[src/rtl/block_cache_read_splitter_top_macros.svh]
// ----------------------------------------------------------------------------
// block cache read splitter assertion macros
// shared concurrent assertion forms, clocked on clk and held off during reset
// ----------------------------------------------------------------------------
`ifndef BLOCK_CACHE_READ_SPLITTER_TOP_MACROS_SVH
`define BLOCK_CACHE_READ_SPLITTER_TOP_MACROS_SVH

// same-cycle implication
`define BCRS_ASSERT_IMP(lbl, ante, cons, msg) \
    lbl: assert property (@(posedge clk) disable iff (!rst_n) (ante) |-> (cons)) \
        else $error(msg);

// next-cycle implication
`define BCRS_ASSERT_NXT(lbl, ante, cons, msg) \
    lbl: assert property (@(posedge clk) disable iff (!rst_n) (ante) |=> (cons)) \
        else $error(msg);

`endif

[src/rtl/bcrs_pkg.sv]
// ----------------------------------------------------------------------------
// bcrs_pkg
// constants, widths and controller/datapath command and status types
// ----------------------------------------------------------------------------
`timescale 1ns / 1ps

package bcrs_pkg;

    // tag store geometry and chunk limit
    localparam int CACHE_SLOTS = 256;
    localparam int MAX_CHUNKS  = 64;
    localparam int SLOT_W      = (CACHE_SLOTS > 1) ? $clog2(CACHE_SLOTS) : 1;
    localparam int SCNT_W      = $clog2(CACHE_SLOTS + 1) + 1;

    // field widths
    localparam int START_W = 48;
    localparam int COUNT_W = 24;
    localparam int BS_W    = 17;
    localparam int BLK_W   = 32;
    localparam int SLOTO_W = 13;
    localparam int OFF_W   = 16;
    localparam int LEN_W   = 17;

    // block size limits and reset value
    localparam logic [BS_W-1:0] BS_RESET = 17'd512;
    localparam logic [BS_W-1:0] BS_MAX   = 17'd65536;
    localparam logic [BS_W-1:0] BS_MIN   = 17'd1;

    // divider runs one quotient bit per cycle
    localparam int DIV_STEPS = START_W;
    localparam int DCNT_W    = $clog2(DIV_STEPS + 1);

    // kind of result item to emit
    localparam logic [1:0] RES_NORMAL = 2'd0;
    localparam logic [1:0] RES_ZERO   = 2'd1;
    localparam logic [1:0] RES_ERROR  = 2'd2;

    // controller to datapath commands
    typedef struct packed {
        logic       accept;
        logic       load_chunk;
        logic       prep;
        logic       scan;
        logic       write_tag;
        logic       emit;
        logic [1:0] res_sel;
    } bcrs_cmd_t;

    // datapath to controller status
    typedef struct packed {
        logic div_done;
        logic count_zero;
        logic too_many;
        logic match;
        logic scan_end;
        logic last_chunk;
        logic out_free;
    } bcrs_sts_t;

endpackage

[src/rtl/bcrs_ctrl.sv]
// ----------------------------------------------------------------------------
// bcrs_ctrl
// sequencer for divide, range check, per-chunk tag scan, fill and result issue
// ----------------------------------------------------------------------------
`timescale 1ns / 1ps

module bcrs_ctrl (
    input  logic                clk,
    input  logic                rst_n,
    input  logic                in_valid,
    output logic                in_ready,
    input  bcrs_pkg::bcrs_sts_t sts,
    output bcrs_pkg::bcrs_cmd_t cmd
);

    import bcrs_pkg::*;

    localparam logic [2:0] S_IDLE  = 3'd0;
    localparam logic [2:0] S_DIV   = 3'd1;
    localparam logic [2:0] S_CHECK = 3'd2;
    localparam logic [2:0] S_PREP  = 3'd3;
    localparam logic [2:0] S_SCAN  = 3'd4;
    localparam logic [2:0] S_WRITE = 3'd5;
    localparam logic [2:0] S_EMIT  = 3'd6;

    logic [2:0] state_reg;
    logic [2:0] state_next;
    logic [1:0] sel_reg;
    logic [1:0] sel_next;

    // state and result kind registers
    always_ff @(posedge clk or negedge rst_n)
    begin
        if (!rst_n)
        begin
            state_reg <= S_IDLE;
            sel_reg   <= RES_NORMAL;
        end
        else
        begin
            state_reg <= state_next;
            sel_reg   <= sel_next;
        end
    end

    assign in_ready = (state_reg == S_IDLE);

    // next state and commands
    always_comb
    begin
        state_next = state_reg;
        sel_next   = sel_reg;
        cmd        = '0;
        cmd.res_sel = sel_reg;
        case (state_reg)
            S_IDLE:
            begin
                if (in_valid)
                begin
                    cmd.accept = 1'b1;
                    state_next = S_DIV;
                end
            end
            S_DIV:
            begin
                if (sts.div_done)
                begin
                    state_next = S_CHECK;
                end
            end
            S_CHECK:
            begin
                cmd.load_chunk = 1'b1;
                if (sts.count_zero)
                begin
                    sel_next   = RES_ZERO;
                    state_next = S_EMIT;
                end
                else if (sts.too_many)
                begin
                    sel_next   = RES_ERROR;
                    state_next = S_EMIT;
                end
                else
                begin
                    sel_next   = RES_NORMAL;
                    state_next = S_PREP;
                end
            end
            S_PREP:
            begin
                cmd.prep   = 1'b1;
                state_next = S_SCAN;
            end
            S_SCAN:
            begin
                cmd.scan = 1'b1;
                if (sts.match)
                begin
                    state_next = S_EMIT;
                end
                else if (sts.scan_end)
                begin
                    state_next = S_WRITE;
                end
            end
            S_WRITE:
            begin
                cmd.write_tag = 1'b1;
                state_next    = S_EMIT;
            end
            S_EMIT:
            begin
                if (sts.out_free)
                begin
                    cmd.emit = 1'b1;
                    if ((sel_reg != RES_NORMAL) || sts.last_chunk)
                    begin
                        state_next = S_IDLE;
                    end
                    else
                    begin
                        state_next = S_PREP;
                    end
                end
            end
            default:
            begin
                state_next = S_IDLE;
            end
        endcase
    end

endmodule

[config.mk]
export PLATFORM = sky130hd
export DESIGN_NAME = bcrs_ctrl
export DESIGN_NICKNAME = d
export VERILOG_FILES = /design/src/rtl/block_cache_read_splitter_top_macros.svh /design/src/rtl/bcrs_pkg.sv /design/src/rtl/bcrs_ctrl.sv
export SDC_FILE = /design/constraint.sdc
export NUM_CORES = 1
export LEC_CHECK = 0
export ABC_AREA = 1
export BUFFER_PORTS_ARGS = -buffer_cell sky130_fd_sc_hd__buf_2
export CAP_MARGIN = 20
export CORE_AREA = 2 2 39 41
export DETAILED_ROUTE_END_ITERATION = 7
export DIE_AREA = 0 0 41 43
export PLACE_DENSITY = 0.51
export SLEW_MARGIN = 20
export SYNTH_ARGS = -nofsm -noshare
export SYNTH_HDL_FRONTEND = slang
export SYNTH_SLANG_ARGS = --single-unit
export TNS_END_PERCENT = 50
[constraint.sdc]
create_clock -name clk -period 1.4 [get_ports clk]
set_input_delay 0.07 -clock clk [delete_from_list [all_inputs] [get_ports clk]]
set_output_delay 0.07 -clock clk [all_outputs]
set_load 0.02 [all_outputs]
==> results.json <==
{
  "status": "complete, no violations",
  "dp_hpwl_um": 815,
  "placed_area_um2": 495,
  "wire_per_inst_um": 9.49,
  "viasPerCell": 4.51,
  "routed_wl_um": 949,
  "place_congestion": 0.742,
  "skew_ns": 0.000503,
  "postCtsSetupBuffers": 0,
  "largest_reg_flops": 3,
  "area_growth_syn_to_layout_pct": 39.3,
  "yosysWarningCount": 0,
  "drt_first_pass_iters": 4,
  "p_leak_nw": 0.338,
  "fmax_ghz": 0.775,
  "synth_nets": 71,
  "clk_path_buf_depth": 2,
  "die_y_um": 43,
  "p_sw_mw": 0.615,
  "hold_violations": 0,
  "antenna_found_initial": 0,
  "layoutNonFillerInstCount": 100,
  "crit_top_cell": "inv_2",
  "fill_cells": 164,
  "via_count": 451,
  "cp-start-kind": "flop",
  "crit_path_end_kind": "primary output",
  "clock_sinks": 5,
  "cpLargestDelayFamily": "flip-flops",
  "grt_pass1_wl_mm": 1.39,
  "htreeDepth": 1,
  "finalPower_mw": 1.19,
  "syn_inst": 61,
  "cpMaxStageDelayCell": "dfrtp_1",
  "rsz0062_at_grt": "no",
  "grt_pass1_vias": 362,
  "grt_use_total_pct": 12.5,
  "fin_crit_sh_pct": 92.2,
  "relSlewSlack_pct": 81.8,
  "dp_cells": 95,
  "pwr-share-clk_pct": 13.7,
  "clk_latency_ns": 0.24,
  "rows": 14,
  "ant_nets": 0,
  "seq_power_share_pct": 26.7,
  "start_util_pct": 27.8,
  "syn_avg_cell_area_um2": 6.32,
  "core_area_um2": 1380,
  "synth.distinct_cells": 16,
  "cap_violations": 0,
  "power_density_nw_per_um2": 2230,
  "route.detailed.drc": 0,
  "cts_buffers": 3,
  "synthesis.area_um2": 385,
  "combPwrFrac_pct": 59.6,
  "cts_tree": "yes",
  "fp.dieW_um": 41,
  "critical_path_required_ns": 1.33,
  "internal_power_mw": 0.580,
  "num_io_pins": 19,
  "root_buffer": "clkbuf_4",
  "floorplan.die_area_um2": 1760,
  "slew_viol_final": 0,
  "drive_gt1_share_pct": 36.9,
  "max_slew.worst_pin.slew_ns": 0.273,
  "hold_class": "input pin to flop",
  "cpPeakStageDelay_ns": 0.46,
  "path_cells": "inv_2 -> nand3_2 -> inv_2 -> buf_2",
  "path_max_fanout": 7,
  "setup_viol": 0,
  "nets": 95,
  "grt_overflow_total": 0,
  "period_needed_ns": 1.29,
  "critPathKind": "flop to primary output",
  "clkSlewWorstSetupHoldPaths_ns": 0.04,
  "ys_ff_latch": 5,
  "num_antenna_cells": 0,
  "netSwitchingFraction_pct": 51.5,
  "yosysSeqAreaShare_pct": 32.5,
  "tns_ns": 0,
  "arrival_ns": 1.22,
  "worst-path-buf-inv": 3,
  "fin_util_pct": 38.8,
  "port_buffers": 18,
  "drt_iter0_markers": 7,
  "vdd_drop_max_v": 0.000808,
  "fin_area_um2": 537,
  "grt_max_degree": 8
}
-- tightest hold or removal path, cell delays in order --
cell and delay (ns):
buf_2 0.11, inv_1 0.06, o22ai_2 0.06
-- cells in the mapped netlist --
cell	count	area [um^2]
nand2_1	15	56.3
inv_2	3	11.3
o21ai_0	2	10.0
or2_1	1	6.26
nor2_1	7	26.3
nand3_1	7	35.0
nor2_2	3	18.8
dfrtp_1	5	125
o21a_1	1	7.51
nand2_2	2	12.5
o21ai_1	1	5.00
nand3_2	1	10.0
o22ai_2	1	12.5
nor3_1	1	5.00
inv_1	10	37.5
nand4_1	1	6.26
-- what timing repair did --
action	in CTS	in global routing
gates resized for setup	0	1
hold buffers	1	0
endpoints found under the hold margin	5	0
setup endpoints to repair	0	2
-- layer usage --
metal	up-vias	GRT usage, %	wire (um)
met3	0	9.42	68
met1	203	13.4	403
li1	232	-	-
met4	0	2.00	0
met2	16	19.4	477
met5	-	0	0
-- worst paths after layout --
path | from | endpoint | slack, ns | depth (start not counted)
worst min-delay path | sts[4] | sel_reg[1] | 0.11 | 3
worst max register to register | state_reg[2] | sel_reg[0] | 0.20 | 4
min in group asynchronous | rst_n | state_reg[0] | 0.18 | 2
worst min register to register | sel_reg[0] | sel_reg[0] | 0.51 | 1
worst max-delay path | state_reg[2] | cmd[6] | 0.11 | 4
max in group asynchronous | rst_n | sel_reg[0] | 1.09 | 2
-- cells in the final DEF (no fill, tap or decap) --
cell / instances
dlygate4sd3_1: 1
nor3_1: 1
nand3_1: 7
inv_2: 3
nand2_2: 2
inv_1: 10
clkbuf_4: 3
nor2_4: 1
nor2_2: 2
dfrtp_1: 5
nand4_1: 1
nor2_1: 7
clkbuf_1: 1
nand3_2: 1
or2_1: 1
o21a_1: 1
o21ai_0: 2
buf_2: 18
o21ai_1: 1
o22ai_2: 1
nand2_1: 15
-- cell type report --
class                      instances  area (um^2)  share of cell area, %
tap                               16         20.0                   3.73
multi-input combinational         43          216                   40.3
timing repair buffer              19          100                   18.6
inverter                          13         48.8                   9.09
sequential                         5          125                   23.3
clock buffer                       4         26.3                   4.90
-- power by group through the flow --
| stage | clock network (mW) | registers [mW] | logic, mW |
|---|---|---|---|
| detailed placement | 0 | 0.312 | 0.712 |
| global route | 0.190 | 0.332 | 0.799 |
| global placement | 0 | 0.312 | 0.713 |
| finish | 0.164 | 0.319 | 0.712 |
| CTS | 0.171 | 0.310 | 0.717 |
| floorplan | 0 | 0.331 | 0.487 |
-- through the flow --
| stage | setup WS (ns) | hold WS [ns] |
|---|---|---|
| 2_1_floorplan | 0.257 | -0.226 |
| 3_3_place_gp | 0.200 | -0.108 |
| 3_5_place_dp | 0.196 | -0.107 |
| 4_1_cts | 0.0608 | 0.106 |
| 5_1_grt | 0.00743 | 0.113 |
| 6_report | 0.109 | 0.109 |
-- cells by family after synthesis --
logic type      after synthesis  share of synthesized area (%)
compound gates                5                           9.09
buf+inv                      13                           12.7
flops                         5                           32.5
simple gates                 38                           45.8
Power figures use the tool's default switching activity.
